===== src/sv/rau_pkg.sv =====
// ----------------------------------------------------------------------------
// Rational arithmetic unit package
// Shared widths, operation codes, result structure and helper functions.
// ----------------------------------------------------------------------------
`default_nettype none

package rau_pkg;

    // Operand fields are sign-extended from this many low bits.
    localparam int OPERAND_WIDTH = 32;
    localparam int IN_W          = 32;
    localparam int DATA_W        = 64;

    // Operation codes.
    localparam logic [1:0] MODE_ADD = 2'd0;
    localparam logic [1:0] MODE_SUB = 2'd1;
    localparam logic [1:0] MODE_MUL = 2'd2;
    localparam logic [1:0] MODE_DIV = 2'd3;

    // Status and data returned by the reduction unit.
    typedef struct packed {
        logic                     done;
        logic signed [DATA_W-1:0] num;
        logic signed [DATA_W-1:0] den;
    } t_red_out;

    // Sign-extend the low operand bits of an input field to the datapath width.
    function automatic logic signed [DATA_W-1:0] sext_operand(input logic [IN_W-1:0] raw);
        return {{(DATA_W-OPERAND_WIDTH){raw[OPERAND_WIDTH-1]}}, raw[OPERAND_WIDTH-1:0]};
    endfunction

    // Magnitude of a value known to lie within plus or minus 2^31.
    function automatic logic [31:0] mag32(input logic signed [DATA_W-1:0] v);
        logic [DATA_W-1:0] t;
        t = v[DATA_W-1] ? (~v + 64'd1) : v;
        return t[31:0];
    endfunction

endpackage

`default_nettype wire


===== src/sv/rau_mul.sv =====
// ----------------------------------------------------------------------------
// Rational arithmetic unit multiplier
// Signed product of two small operands through one 32x32 magnitude multiplier.
// ----------------------------------------------------------------------------
`default_nettype none

module rau_mul (
    input  wire logic                            i_clk,
    input  wire logic                            i_rst_n,
    input  wire logic                            i_start,
    input  wire logic signed [rau_pkg::DATA_W-1:0] i_a,
    input  wire logic signed [rau_pkg::DATA_W-1:0] i_b,
    output logic                                 o_done,
    output logic signed [rau_pkg::DATA_W-1:0]    o_prod
);
    import rau_pkg::*;

    logic              r_v;
    logic              r_neg;
    logic [DATA_W-1:0] r_prod;

    // The magnitude product is registered; the sign is applied on the way out.
    always_ff @(posedge i_clk) begin
        if (!i_rst_n) begin
            r_v <= 1'b0;
        end else begin
            r_v <= i_start;
        end
        if (i_start) begin
            r_prod <= DATA_W'(mag32(i_a)) * DATA_W'(mag32(i_b));
            r_neg  <= i_a[DATA_W-1] ^ i_b[DATA_W-1];
        end
    end

    assign o_done = r_v;
    assign o_prod = r_neg ? -$signed(r_prod) : $signed(r_prod);

endmodule

`default_nettype wire


===== config.mk =====
export PLATFORM = sky130hd
export DESIGN_NAME = rau_mul
export DESIGN_NICKNAME = d
export VERILOG_FILES = /design/src/sv/rau_pkg.sv /design/src/sv/rau_mul.sv
export SDC_FILE = /design/constraint.sdc
export NUM_CORES = 2
export LEC_CHECK = 0
export ABC_AREA = 1
export BUFFER_PORTS_ARGS = -buffer_cell sky130_fd_sc_hd__clkbuf_2
export CAP_MARGIN = 20
export CORE_MARGIN = 1
export CORE_UTILIZATION = 44
export CTS_CLUSTER_SIZE = 20
export DETAILED_ROUTE_END_ITERATION = 12
export SLEW_MARGIN = 30
export SYNTH_ARGS = -nofsm -noshare
export SYNTH_HDL_FRONTEND = slang
export SYNTH_SLANG_ARGS = --single-unit

===== constraint.sdc =====
create_clock -name i_clk -period 20.1 [get_ports i_clk]
set_input_delay 2.01 -clock i_clk [delete_from_list [all_inputs] [get_ports i_clk]]
set_output_delay 2.01 -clock i_clk [all_outputs]
set_load 0.02 [all_outputs]

# After elaboration in Yosys (flattened, before gate mapping)
# Cells that the tools add are included.
[totals] regBits=66 inputBits=131 out_inout_bits=65 elab_cells=13
[classes] addsub=3 multipliers=1 n_mux=3 bitwise=3
[ops] operator="$add 32x1->32 const B" n=2
[ops] operator="$mul 32x32->64" n=1
[ops] operator="$mux 32" n=2
[ops] operator="$mux 64" n=1
[ops] operator="$neg 64->64" n=1
[ops] operator="$not 32->32" n=2
[ops] operator="$xor 1x1->1" n=1

# Depth between registers and ports, before layout
[depth] ltp_word=4 ltp_mapped=43 ltp_nobuf=41

# Least setup slack after synthesis
# Ideal clock, no wire load.
[synth_timing] kind="input to register" startpoint="input port i_a[0] in the netlist's numbering" endpoint="register r_prod[60] (data pin)" setup_time_ns=0.252 arrival_time_ns=9.155 t_required_ns=19.848 setup_slack_ns=10.692 stages=37 path_buffers=3 cell_sequence="buf_6 > inv_6 > clkbuf_1 > ha_1 > nand3_1 > nor2_4 > nand3_2 > nand2_2 > o21ai_1 > xor2_1 > inv_1 > buf_2 > nor2_1 > fa_1 > fa_1 > inv_1 > fa_1 > inv_1 > fa_1 > inv_1 > fa_1 > inv_1 > fa_1 > fa_1 > inv_1 > fa_1 > inv_1 > ha_1 > nand2_1 > nor2_1 > nand2_1 > nor2_1 > nand2_1 > nand2_1 > nand2_1 > nand3_1 > nand2_1"
[synth_via] elab_chain_cells=4
[synth_lines] element="start: declaration" line_no="rau_mul.sv:11" text="input wire logic signed [rau_pkg::DATA_W-1:0] i_a,"
[synth_lines] element="$not 32->32" line_no="rau_pkg.sv:35" text="t = v[DATA_W-1] ? (~v + 64'd1) : v;"
[synth_lines] element="$add 32x1->32" line_no="rau_pkg.sv:35"
[synth_lines] element="$mux 32 *" line_no="rau_pkg.sv:35"
[synth_lines] element="$mul 32x32->64 *" line_no="rau_mul.sv:30" text="r_prod <= DATA_W'(mag32(i_a)) * DATA_W'(mag32(i_b));"
[synth_lines] element="end signal: assignment" line_no="rau_mul.sv:30"
[synth_lines] element="end: declaration" line_no="rau_mul.sv:20" text="logic [DATA_W-1:0] r_prod;"
# Every way passes the cells marked *; elsewhere a longest branch is shown, timed or not.
# A chain may end at the register's enable or synchronous reset.

# Final worst setup path
[layout_timing] startpoint="input port i_b[0] in the netlist's numbering" endpoint="register r_prod[63] (data pin)"
[layout_via] elab_chain_cells=4
[layout_lines] element="start: declaration" line_no="rau_mul.sv:12" text="input wire logic signed [rau_pkg::DATA_W-1:0] i_b,"
[layout_lines] element="$not 32->32" line_no="rau_pkg.sv:35"
[layout_lines] element="$add 32x1->32" line_no="rau_pkg.sv:35"
[layout_lines] element="$mux 32 *" line_no="rau_pkg.sv:35"
[layout_lines] element="$mul 32x32->64 *" line_no="rau_mul.sv:30"
# Marks and branches as above.

==> parameters.txt <==
Parameter                              Value

Synthesis
  Number of synthesized flops with an enable pin    65
  Number of flip-flops and latches in the synthesized netlist    66
  Number of instances in the synthesized netlist    around 5400
  Leading register cell type out of synthesis    sky130_fd_sc_hd__edfxtp_1
  Largest cells by area after synthesis    sky130_fd_sc_hd__fa_1 44%, sky130_fd_sc_hd__nand2_1 13%, sky130_fd_sc_hd__inv_1 13%
  Synthesized area divided by synthesized cell count    approximately 7.5 sq um
  Area of the mapped netlist    ~41000 sq um
  Number of distinct library cell variants in the gate-level netlist after synthesis    between 50 and 60
  Area share of the largest cell type after synthesis    0.439
  Number of nets produced by synthesis    6740
  Sequential-to-total area share from yosys stat    0.0483
  Cell taking the most area after synthesis    sky130_fd_sc_hd__fa_1
  Syn. warnings    0
  Fraction of synthesis flops using an asynchronous set or reset pin    0

Timing
  Relative slew margins    0.280
  Period utilisation layout    0.569
  Final setup TNS    0 ps
  RSZ-0062 raised after global routing    false
  Max Fclk    between 80 and 90 MHz
  Final Critical Period    approximately 11000 ps
  Worst-Margin Slew    between 1000 and 1500 ps
  Final Max Slew Viols    0
  Endpoints failing setup    0
  Final hold violation count    0

Clock network
  CTS buffer count    9
  CTS root buf    sky130_fd_sc_hd__clkbuf_16
  H-tree depth    3
  # hold bufs at CTS    0
  TritonCTS clock tree    yes
  Clock-pin slew on the worst setup and hold paths    about 70 ps
  Clock Path Buffers    2
  Clock sinks    between 60 and 70
  CTS resizes    0
  Post-CTS setup repair buffer count    0

Run status
  Result of the run    finished clean

Place
  Final Wtd Congestion    slightly below 1
  Inst Count DP    about 6700
  Cell area after placement    about 43000 sq um
  Post-detail-place hpwl    114 mm
  Count of input and output buffers    around 130

Floorplanning
  Total Die Area    about 94000 sq um
  Die outline width    just over 300 um
  Area of the core    between 90000 and 100000 sq um
  Die height    307 um
  Count of standard-cell rows    ~110
  Effective utilization at floorplan    0.445
  Top Ports    around 200

Global routing
  Gr ovfl total    0
  Largest net degree at the start of global routing    67
  Antenna violations before repair    3
  GR Util All Layers    0.307
  Vias in the first global route    about 37000
  Wire length of the first global-routing pass    ~220 mm

Routing
  Overall via count from detail_route    roughly 35000
  Count of TritonRoute iterations in the first routing pass    6
  Number of DRC markers in iteration 0    2551
  # DRC    0
  Routed wirelength normalized by instance count    between 20 and 25 um
  Vias per Instance    ~5.2
  Remaining number of nets flagged by the antenna check after routing    0
  Total Routed Length    139 mm

Finish
  Finished Layout Cells    6727
  Fin nets    6769
  Share of post-route cells with drive strength above 1    0.0584
  Number of fill cells in the layout    between 9000 and 10000
  Finished layout cell area    between 40000 and 50000 sq um
  P&R area growth vs syn    5.36%

Hold path
  Type of the tightest min-delay check    in2reg

Critical path
  CP Data Arrival Time    11490 ps
  Crit-path leading delay family    adder cells
  Maximum net fanout on the critical path    23
  Delay of the slowest critical-path stage    570 ps
  Crit Path Class    in2reg
  Worst path bufs/invs    8
  Endpoint class of the critical path    register
  Required time worst endpoint    between 20000 and 25000 ps
  Startpoint type of the worst setup path    primary input
  Slowest cell on the critical path    sky130_fd_sc_hd__inv_1

Flow run
  Max-cap check violation count    0
cell usage after synthesis (all sizes together), types with 43 or more instances:
cell,instances
fa,896
inv,1404
nand2,1437
nand4,43
ha,266
edfxtp,65
nor2,729
xor2,96
a21oi,53
o21ai,60
nand3,139
buf,126
clkbuf,50
metal layers:
layer / GRT usage / share of wire
met1: 0.405 / 0.41
met2: 0.509 / 0.46
met3: 0.0416 / 0.086
met4: 0.126 / 0.050
met5: 0 / 0
logic make-up (layout without fill, tap and decap cells):
family,after synthesis,count (layout),synth area share
flops,66,66,0.0483
compound gates,132,132,0.0183
other cells,0,3,0
xor+xnor,109,109,0.0277
buf+inv,1581,1615,0.151
simple gates,2397,2397,0.233
fa+ha+maj,1162,1162,0.521
flip-flops by register name (all words and copies together) (netlist names):
signal,cells
r_neg,1
r_prod,64
o_done,1
cell type report:
class,instances,area [sq um],area share
tap,1243,1560,0.0362
inverter,1405,5280,0.123
clock inverter,7,81.3,0.00189
clock buffer,9,225,0.00524
multi-input combinational,3800,32700,0.761
antenna,3,7.51,0.000175
sequential,66,1970,0.0459
timing repair buffer,194,1140,0.0266
tightest hold or removal path: stages:
cell	delay (ps)
sky130_fd_sc_hd__clkbuf_2	80
sky130_fd_sc_hd__nand2_1	40
sky130_fd_sc_hd__inv_1	40
per-stage QoR:
step	setup slack [ps]	utilization	hold WS, ps
final	8660	0.468	1870
after global routing	8240	0.468	1880
after CTS	8770	0.468	1860
after detailed placement	8460	0.465	2210
after global placement	8470	0.464	2200
after floorplan	10690	-	2100
final timing paths:
check	cells past startpoint	to	from
worst min-delay path	3	o_done$_SDFF_PN0_	i_rst_n
worst max-delay path	35	r_prod[63]$_DFFE_PP_	i_b[0]
layout by cell type (no fill, tap or decap), drive strengths merged, types with 4 or more instances in the layout:
| cell type | netlist | final |
|---|---|---|
| nand2 | 1437 | 1437 |
| inv | 1404 | 1406 |
| fa | 896 | 896 |
| nor2 | 729 | 729 |
| ha | 266 | 266 |
| clkbuf | 50 | 141 |
| nand3 | 139 | 139 |
| xor2 | 96 | 96 |
| edfxtp | 65 | 65 |
| buf | 126 | 62 |
| o21ai | 60 | 60 |
| a21oi | 53 | 53 |
| nand4 | 43 | 43 |
| nor3 | 24 | 24 |
| o21bai | 13 | 13 |
| xnor2 | 13 | 13 |
| or2 | 11 | 11 |
| and2 | 4 | 4 |
| nor4 | 4 | 4 |
| clkinv | 1 | 4 |
Power is not shown: default switching activity piles up to over one toggle a cycle in this logic, so the estimate is an artifact.
