--- src/sv/rau_pkg.sv ---
// ----------------------------------------------------------------------------
// Rational arithmetic unit package
// Shared widths, operation codes, result structure and helper functions.
// ----------------------------------------------------------------------------
`default_nettype none

package rau_pkg;

    // Operand fields are sign-extended from this many low bits.
    localparam int OPERAND_WIDTH = 32;
    localparam int IN_W          = 32;
    localparam int DATA_W        = 64;

    // Operation codes.
    localparam logic [1:0] MODE_ADD = 2'd0;
    localparam logic [1:0] MODE_SUB = 2'd1;
    localparam logic [1:0] MODE_MUL = 2'd2;
    localparam logic [1:0] MODE_DIV = 2'd3;

    // Status and data returned by the reduction unit.
    typedef struct packed {
        logic                     done;
        logic signed [DATA_W-1:0] num;
        logic signed [DATA_W-1:0] den;
    } t_red_out;

    // Sign-extend the low operand bits of an input field to the datapath width.
    function automatic logic signed [DATA_W-1:0] sext_operand(input logic [IN_W-1:0] raw);
        return {{(DATA_W-OPERAND_WIDTH){raw[OPERAND_WIDTH-1]}}, raw[OPERAND_WIDTH-1:0]};
    endfunction

    // Magnitude of a value known to lie within plus or minus 2^31.
    function automatic logic [31:0] mag32(input logic signed [DATA_W-1:0] v);
        logic [DATA_W-1:0] t;
        t = v[DATA_W-1] ? (~v + 64'd1) : v;
        return t[31:0];
    endfunction

endpackage

`default_nettype wire

--- src/sv/rau_reduce.sv ---
// ----------------------------------------------------------------------------
// Rational arithmetic unit reduction
// Normalizes a fraction: binary gcd, then exact division of both parts.
// ----------------------------------------------------------------------------
`default_nettype none

module rau_reduce (
    input  wire logic                              i_clk,
    input  wire logic                              i_rst_n,
    input  wire logic                              i_start,
    input  wire logic signed [rau_pkg::DATA_W-1:0] i_num,
    input  wire logic signed [rau_pkg::DATA_W-1:0] i_den,
    output rau_pkg::t_red_out                      o_res
);
    import rau_pkg::*;

    typedef enum logic [3:0] {
        R_IDLE = 4'b0001,
        R_GCD  = 4'b0010,
        R_DIV  = 4'b0100,
        R_DONE = 4'b1000
    } t_rstate;

    t_rstate           r_state, n_state;
    logic              r_neg, n_neg;
    logic [DATA_W-1:0] r_nmag, n_nmag;
    logic [DATA_W-1:0] r_dmag, n_dmag;
    logic [DATA_W-1:0] r_x, n_x;
    logic [DATA_W-1:0] r_y, n_y;
    logic [6:0]        r_k, n_k;
    logic [DATA_W-1:0] r_g, n_g;
    logic [DATA_W-1:0] r_rn, n_rn;
    logic [DATA_W-1:0] r_rd, n_rd;
    logic [5:0]        r_cnt, n_cnt;

    logic signed [DATA_W-1:0] s_nn, s_dd;
    logic [DATA_W:0]          s_diff;
    logic [DATA_W:0]          s_rn_sh, s_rd_sh;
    logic [DATA_W-1:0]        s_g;

    always_comb begin
        n_state = r_state;
        n_neg   = r_neg;
        n_nmag  = r_nmag;
        n_dmag  = r_dmag;
        n_x     = r_x;
        n_y     = r_y;
        n_k     = r_k;
        n_g     = r_g;
        n_rn    = r_rn;
        n_rd    = r_rd;
        n_cnt   = r_cnt;
        s_nn    = (i_den < 0) ? -i_num : i_num;
        s_dd    = (i_den < 0) ? -i_den : i_den;
        s_diff  = {1'b0, r_x} - {1'b0, r_y};
        s_rn_sh = {r_rn, r_nmag[DATA_W-1]};
        s_rd_sh = {r_rd, r_dmag[DATA_W-1]};
        s_g     = (r_x == '0) ? (r_y << r_k) : (r_x << r_k);

        case (r_state)
            // Make the denominator non-negative and split off the sign.
            R_IDLE: begin
                if (i_start) begin
                    n_neg   = s_nn[DATA_W-1];
                    n_nmag  = s_nn[DATA_W-1] ? DATA_W'(-s_nn) : DATA_W'(s_nn);
                    n_dmag  = DATA_W'(s_dd);
                    n_x     = n_nmag;
                    n_y     = n_dmag;
                    n_k     = '0;
                    n_state = R_GCD;
                end
            end
            // One binary gcd step per cycle.
            R_GCD: begin
                if (r_x == '0 || r_y == '0) begin
                    n_g   = s_g;
                    n_rn  = '0;
                    n_rd  = '0;
                    n_cnt = '0;
                    if (s_g == '0) begin
                        n_neg   = 1'b0;
                        n_nmag  = '0;
                        n_dmag  = DATA_W'(1);
                        n_state = R_DONE;
                    end else begin
                        n_state = R_DIV;
                    end
                end else if (!r_x[0] && !r_y[0]) begin
                    n_x = r_x >> 1;
                    n_y = r_y >> 1;
                    n_k = r_k + 7'd1;
                end else if (!r_x[0]) begin
                    n_x = r_x >> 1;
                end else if (!r_y[0]) begin
                    n_y = r_y >> 1;
                end else if (!s_diff[DATA_W]) begin
                    n_x = s_diff[DATA_W-1:0] >> 1;
                end else begin
                    n_y = DATA_W'(-s_diff) >> 1;
                end
            end
            // Restoring division of both magnitudes by the gcd, one bit a cycle.
            R_DIV: begin
                if (s_rn_sh >= {1'b0, r_g}) begin
                    n_rn   = DATA_W'(s_rn_sh - {1'b0, r_g});
                    n_nmag = {r_nmag[DATA_W-2:0], 1'b1};
                end else begin
                    n_rn   = s_rn_sh[DATA_W-1:0];
                    n_nmag = {r_nmag[DATA_W-2:0], 1'b0};
                end
                if (s_rd_sh >= {1'b0, r_g}) begin
                    n_rd   = DATA_W'(s_rd_sh - {1'b0, r_g});
                    n_dmag = {r_dmag[DATA_W-2:0], 1'b1};
                end else begin
                    n_rd   = s_rd_sh[DATA_W-1:0];
                    n_dmag = {r_dmag[DATA_W-2:0], 1'b0};
                end
                n_cnt = r_cnt + 6'd1;
                if (r_cnt == 6'd63) begin
                    n_state = R_DONE;
                end
            end
            R_DONE: begin
                n_state = R_IDLE;
            end
            default: begin
                n_state = R_IDLE;
            end
        endcase
    end

    always_ff @(posedge i_clk) begin
        if (!i_rst_n) begin
            r_state <= R_IDLE;
        end else begin
            r_state <= n_state;
        end
        r_neg  <= n_neg;
        r_nmag <= n_nmag;
        r_dmag <= n_dmag;
        r_x    <= n_x;
        r_y    <= n_y;
        r_k    <= n_k;
        r_g    <= n_g;
        r_rn   <= n_rn;
        r_rd   <= n_rd;
        r_cnt  <= n_cnt;
    end

    assign o_res.done = (r_state == R_DONE);
    assign o_res.num  = r_neg ? -$signed(r_nmag) : $signed(r_nmag);
    assign o_res.den  = $signed(r_dmag);

endmodule

`default_nettype wire

--- config.mk ---
export PLATFORM = sky130hd
export DESIGN_NAME = rau_reduce
export DESIGN_NICKNAME = d
export VERILOG_FILES = /design/src/sv/rau_pkg.sv /design/src/sv/rau_reduce.sv
export SDC_FILE = /design/constraint.sdc
export NUM_CORES = 2
export LEC_CHECK = 0
export BUFFER_PORTS_ARGS = -buffer_cell sky130_fd_sc_hd__buf_2
export CORE_MARGIN = 2
export CORE_UTILIZATION = 30
export CTS_CLUSTER_SIZE = 12
export DETAILED_ROUTE_END_ITERATION = 16
export GPL_TIMING_DRIVEN = 0
export SLEW_MARGIN = 20
export SYNTH_ARGS = -nofsm -noshare
export SYNTH_HDL_FRONTEND = slang
export SYNTH_SLANG_ARGS = --single-unit
--- constraint.sdc ---
create_clock -name i_clk -period 38.3 [get_ports i_clk]
set_clock_uncertainty 0.2 [all_clocks]
set_input_delay 7.66 -clock i_clk [delete_from_list [all_inputs] [get_ports i_clk]]
set_output_delay 7.66 -clock i_clk [all_outputs]
set_load 0.01 [all_outputs]
=== Yosys cells after proc, flatten, opt, wreduce, memory -nomap -nowiden ===
Cells that the tools add are included.

* Bits in registers: 466
* Logic and storage cells: 110
* Output and inout bits: 129
* Bits of input ports: 131

* Reduce and logical (&&, ||, !) cells: 20
* Shift-type cells: 2
* Eq/ne operators: 15
* $lt $le $gt $ge: 3
* Mux-type cells: 47
* $add $sub $neg: 10

{| class="wikitable"
|+ Operators with widths
! kind !! count
|-
| $mux W64 || 24
|-
| $pmux W64 S2 || 4
|-
| $pmux W64 S3 || 2
|-
| $neg A64 Y64 || 5
|-
| $logic_not A64 Y1 || 3
|-
| $ge A65 B64 Y1 || 2
|-
| $shl A64 B7 Y64 || 2
|-
| $sub A64 B64 Y64 || 2
|-
| $sub A64 B64 Y65 || 1
|-
| $lt A64 B1 Y1 const B || 1
|-
| $mux W7 || 3
|-
| $mux W4 || 4
|-
| $reduce_and A4 Y1 || 4
|-
| $pmux W7 S2 || 1
|-
| $ne A2 B2 Y1 const B || 6
|-
| $ne A4 B4 Y1 const B || 3
|-
| $pmux W4 S3 || 1
|-
| $pmux W6 S2 || 1
|-
| $reduce_and A5 Y1 || 2
|-
| $add A7 B1 Y7 const B || 1
|-
| $add A6 B1 Y6 const B || 1
|-
| $eq A6 B6 Y1 const B || 1
|-
| $mux W6 || 1
|-
| $reduce_and A3 Y1 || 2
|-
| other kinds (13) || 20
|}

=== Longest topological paths before layout ===
* Depth in word-level cells: 8
* Mapped depth: 19
* Depth with buffers taken out: 17

=== Worst setup path before layout ===
No wires, ideal clock.

* Kind: input-to-reg
* Start point: in i_start
* End point: reg r_dmag[0] (enable)
* Data arrival time: 17.350 ns
* Data required time: 37.298 ns
* Stages on the path: 4
* Path buffers: 0
* Setup time: 0.802 ns
* Setup slack: 19.948 ns
* Cells stage by stage: nor3b_1 > o21ai_0 > nand2b_1 > o31ai_1

* Cells in the longest elaborated chain, start to end: 2

{| class="wikitable"
|+ RTL lines
! what !! RTL line !! text
|-
| start, declared || rau_reduce.sv:10 || <nowiki>input wire logic i_start,</nowiki>
|-
| $ne A2 B2 Y1 (no source line) || -- ||
|-
| $reduce_and A4 Y1 (no source line) || -- ||
|-
| end signal, assigned || rau_reduce.sv:140 || <nowiki>r_dmag <= n_dmag;</nowiki>
|-
| end, declared || rau_reduce.sv:27 || <nowiki>logic [DATA_W-1:0] r_dmag, n_dmag;</nowiki>
|}

Every way passes these cells.
A chain may end at the register's enable or synchronous reset.

=== Worst setup path in the final report ===
* Start point: in i_den[63] (netlist bit)
* End point: reg r_dmag[34] (data pin)

* Cells in the longest elaborated chain, start to end: 4

{| class="wikitable"
|+ RTL lines
! what !! RTL line !! text
|-
| start, declared || rau_reduce.sv:12 || <nowiki>input wire logic signed [rau_pkg::DATA_W-1:0] i_den,</nowiki>
|-
| $lt A64 B1 Y1 || rau_reduce.sv:54 || <nowiki>s_dd = (i_den < 0) ? -i_den : i_den;</nowiki>
|-
| $mux W64 || rau_reduce.sv:54 ||
|-
| $mux W64 || rau_reduce.sv:63 || <nowiki>if (i_start) begin</nowiki>
|-
| $pmux W64 S3 || rau_reduce.sv:60 || <nowiki>case (r_state)</nowiki>
|-
| via n_dmag[34] || rau_reduce.sv:27 ||
|}

The timed path passes the listed nets, and every way through them passes these cells. The select of a mux whose other input is x is not followed.

==> flow_metrics.tcl <==
set metrics [dict create \
    outcome "complete, no violations" \
    totalWireLength_mm 205.5 \
    cp_cell_sequence "buf_2 > clkbuf_1 > clkbuf_1 > clkbuf_1 > clkbuf_1 > clkbuf_1 > clkbuf_1 > clkbuf_1 > clkbuf_1 > buf_6 > clkbuf_2 > o21ai_0 > xor2_1 > o21ai_0" \
    die_area_um2 149500 \
    syn-cell-area_um2 43920 \
    critical_path_class "in2reg" \
    worst_ep_required_time_ps 38500 \
    route.antenna.remaining_nets 0 \
    clk_root_buffer_cell "sky130_fd_sc_hd__clkbuf_16" \
    rr_startpoint "r_x[0]" \
    utilization_after_layout_pct 34.53 \
    max_stage_delay_ps 770 \
    cts_num_sinks 466 \
    yosys_most_used_dff "sky130_fd_sc_hd__edfxtp_1" \
    power.ir.vdd_worst_uv 38.98 \
    hold_path_end "r_dmag[58]" \
    cp-end-kind "flip-flop" \
    syn-num-nets 5422 \
    route.detailed.vias_per_inst 5.942 \
    die_w_um 386.6 \
    rows 140 \
    port_buffers 251 \
    fin_crit_ps 13360 \
    grt_first_pass_wirelength_mm 293.1 \
    fin_worst_hold_slack_ps 354.4 \
    cts_post_setup_buffers_inserted 0 \
    worst-slew-pin-transition_ps 1216 \
    setup_slack_ps 24940 \
    worst_reg_to_reg_setup_slack_ps 30470 \
    worst_hold_path.num_cells 2 \
    io-pin-count 260 \
    crit_path_frequent_cell "sky130_fd_sc_hd__clkbuf_1" \
    grt_antenna_before_repair 41 \
    synth_async_sr_flop_share_pct 0 \
    post_cts_resize_count 0 \
    yosysUniqueCellTypes 103 \
    postSynthAreaPerCell_um2 8.633 \
    clk_path_buf_depth 3 \
    hold_viol_final 0 \
    seq_area_frac_synth_pct 31.77 \
    final.period_utilization_pct 34.89 \
    die_h_um 386.6 \
    syn2layout_area_growth_pct 14.44 \
    dp_slack_ps 23780 \
    finalNetCount 5765 \
    initial_core_utilization_pct 30.17 \
    r2r-end "r_y[51]" \
    first_iter_violations 4983 \
    dr_total_vias 43980 \
    maxSlewViolCount 0 \
    grt_pass1_vias 42370 \
    ctsHoldBuffers 0 \
    grtUsageTotal_pct 26.33 \
    place.detailed.instances 7284 \
    cts.reportedPaths.clkPinSlew_ps 60 \
    netlist_instances 5087 \
    hpwlAfterDp_mm 168.2 \
    dr.pass1.iters 6 \
    ctsHtreeMaxLevel 2 \
    power_leakage_nw 18.82 \
    grt_overflow 0 \
    register_area_um2 13950 \
    min_from "r_dmag[57]" \
    final.setup.tns_ps 0 \
    power-per-cell-area_nw_per_um2 40.32 \
    clock.fmax_mhz 74.83 \
    finalSetupViolations 0 \
    worst_slew_margin_rel_pct 18.17 \
    rr_worst_depth 19 \
    cp-startpoint "i_den[63]" \
    critPathLaunchType "primary input" \
    clock_latency_on_the_worst_skew_pair_ps 680 \
    ys_seq_elements 466 \
    fillCellCount 15260 \
    multi_input_area_um2 28150 \
    drt_drc_violations_left 0 \
    non_filler_instances 7402 \
    core_area_um2 145600 \
    ys.warnings.count 0 \
    cts_made_buffers 60 \
    globalplace.congestion 1.014 \
    rsz0062_at_grt "false" \
    grt_start_max_net_pins 31 \
    worst_min_path_class "reg2reg" \
    layout-drive-gt1-share_pct 10.63 \
    critical_path.max_fanout 10 \
    cts_tree "yes" \
    synth-edff-count 462 \
    post_drt_wl_per_cell_um 27.77 \
    timing.critical_path.arrival_ps 13570 \
    max_cap_viol_count 0 \
    slowest_cell_on_the_critical_path "sky130_fd_sc_hd__clkbuf_1" \
]
[placed cells by master, fill, tap and decap left out, types with 40 or more instances in the layout]
cell type                   synthesis  final
sky130_fd_sc_hd__a211oi_1          43     42
sky130_fd_sc_hd__a21o_1           113    113
sky130_fd_sc_hd__a21oi_1          461    460
sky130_fd_sc_hd__a221oi_1          45     45
sky130_fd_sc_hd__a22oi_1           55     55
sky130_fd_sc_hd__and2_1            43     43
sky130_fd_sc_hd__and3_1            40     40
sky130_fd_sc_hd__buf_2              3    257
sky130_fd_sc_hd__clkbuf_1         240    234
sky130_fd_sc_hd__clkbuf_16          0     62
sky130_fd_sc_hd__edfxtp_1         462    462
sky130_fd_sc_hd__ha_1             201    201
sky130_fd_sc_hd__inv_1            218    218
sky130_fd_sc_hd__mux2i_1          139    139
sky130_fd_sc_hd__mux4_2            77     77
sky130_fd_sc_hd__nand2_1          537    537
sky130_fd_sc_hd__nand2b_1          51     51
sky130_fd_sc_hd__nand3_1          136    136
sky130_fd_sc_hd__nand4_1           57     57
sky130_fd_sc_hd__nor2_1           401    399
sky130_fd_sc_hd__nor3_1            79     77
sky130_fd_sc_hd__nor4_1            66     64
sky130_fd_sc_hd__o21a_1            40     40
sky130_fd_sc_hd__o21ai_0          341    340
sky130_fd_sc_hd__o22ai_1           43     43
sky130_fd_sc_hd__o31ai_1           90     88
sky130_fd_sc_hd__or3_1             71     71
sky130_fd_sc_hd__xnor2_1          283    283
sky130_fd_sc_hd__xor2_1           179    179
[Yosys cell counts, types with 66 or more instances]
cell type / instances / share of area [%]
sky130_fd_sc_hd__or3_1: 71 / 1.0
sky130_fd_sc_hd__xor2_1: 179 / 3.6
sky130_fd_sc_hd__xnor2_1: 283 / 5.6
sky130_fd_sc_hd__o21ai_0: 341 / 3.9
sky130_fd_sc_hd__o31ai_1: 90 / 1.5
sky130_fd_sc_hd__a21o_1: 113 / 1.9
sky130_fd_sc_hd__clkbuf_1: 240 / 2.1
sky130_fd_sc_hd__edfxtp_1: 462 / 32
sky130_fd_sc_hd__nand2_1: 537 / 4.6
sky130_fd_sc_hd__nor4_1: 66 / 0.94
sky130_fd_sc_hd__mux4_2: 77 / 3.9
sky130_fd_sc_hd__ha_1: 201 / 5.7
sky130_fd_sc_hd__a21oi_1: 461 / 5.3
sky130_fd_sc_hd__inv_1: 218 / 1.9
sky130_fd_sc_hd__nor2_1: 401 / 3.4
sky130_fd_sc_hd__nand3_1: 136 / 1.5
sky130_fd_sc_hd__mux2i_1: 139 / 3.2
sky130_fd_sc_hd__nor3_1: 79 / 0.90
[worst max-delay path by stage]
stage,depth (start not counted),to
2_1_floorplan,4,r_dmag[0]
3_3_place_gp,5,r_nmag[10]
3_5_place_dp,13,r_dmag[21]
4_1_cts,13,r_dmag[21]
5_1_grt,14,o_res[125]
6_report,14,r_dmag[34]
[area by class of cell]
type / count / share of cell area, %
sequential: 466 / 27.76
buffer: 277 / 2.163
antenna: 9 / 0.04481
inverter: 224 / 1.673
tap: 1917 / 4.772
multi-input combinational: 4120 / 56.01
clock inverter: 37 / 0.8613
timing repair buffer: 281 / 3.562
clock buffer: 71 / 3.154
[stage by stage]
step,cell area [um2],power (mW)
after floorplan,43920,1.124
after global placement,47570,1.412
after detailed placement,48200,1.408
after CTS,50220,2.007
after global routing,50240,2.097
final,50260,2.027
[routing by layer]
layer,global-route usage [%],vias up,part of all wire (%)
met5,0,-,0.12
met4,12.28,36,5.5
met3,5.376,497,9.3
met2,42.91,2378,45
met1,33.32,21260,40
li1,-,19810,-
[logic make-up (layout without fill, tap and decap cells)]
kind of cell,count (synthesis),in the layout,share of synthesized area (%)
simple gates,1660,1660,18.43
compound gates,1560,1560,22.80
buf+inv,501,890,4.345
flops,466,466,31.77
xor+xnor,462,462,9.213
mux,234,234,7.578
fa+ha+maj,204,204,5.863
other cells,0,9,0
[report_power, final]
part	switching [mW]	leakage [nW]	total, mW	internal (mW)
logic	0.491	13.6	0.745	0.254
clock network	0.244	0.977	0.598	0.354
registers	0.0634	4.21	0.684	0.621
[state kept, by name, indices dropped and copies added, names as in the netlist, 7 cells and up]
| signal | count |
|---|---|
| r_rd | 64 |
| r_x | 64 |
| r_k | 7 |
| r_y | 64 |
| r_rn | 64 |
| r_dmag | 64 |
| r_nmag | 64 |
| r_g | 64 |
[worst max-delay path: cells and delay by family]
kind | cells | cell delay [ps]
buffers and inverters | 11 | 4900
AO/OA/AOI/OAI | 2 | 760
XOR/XNOR | 1 | 210
Note: power is estimated with default switching activity, not from simulation.
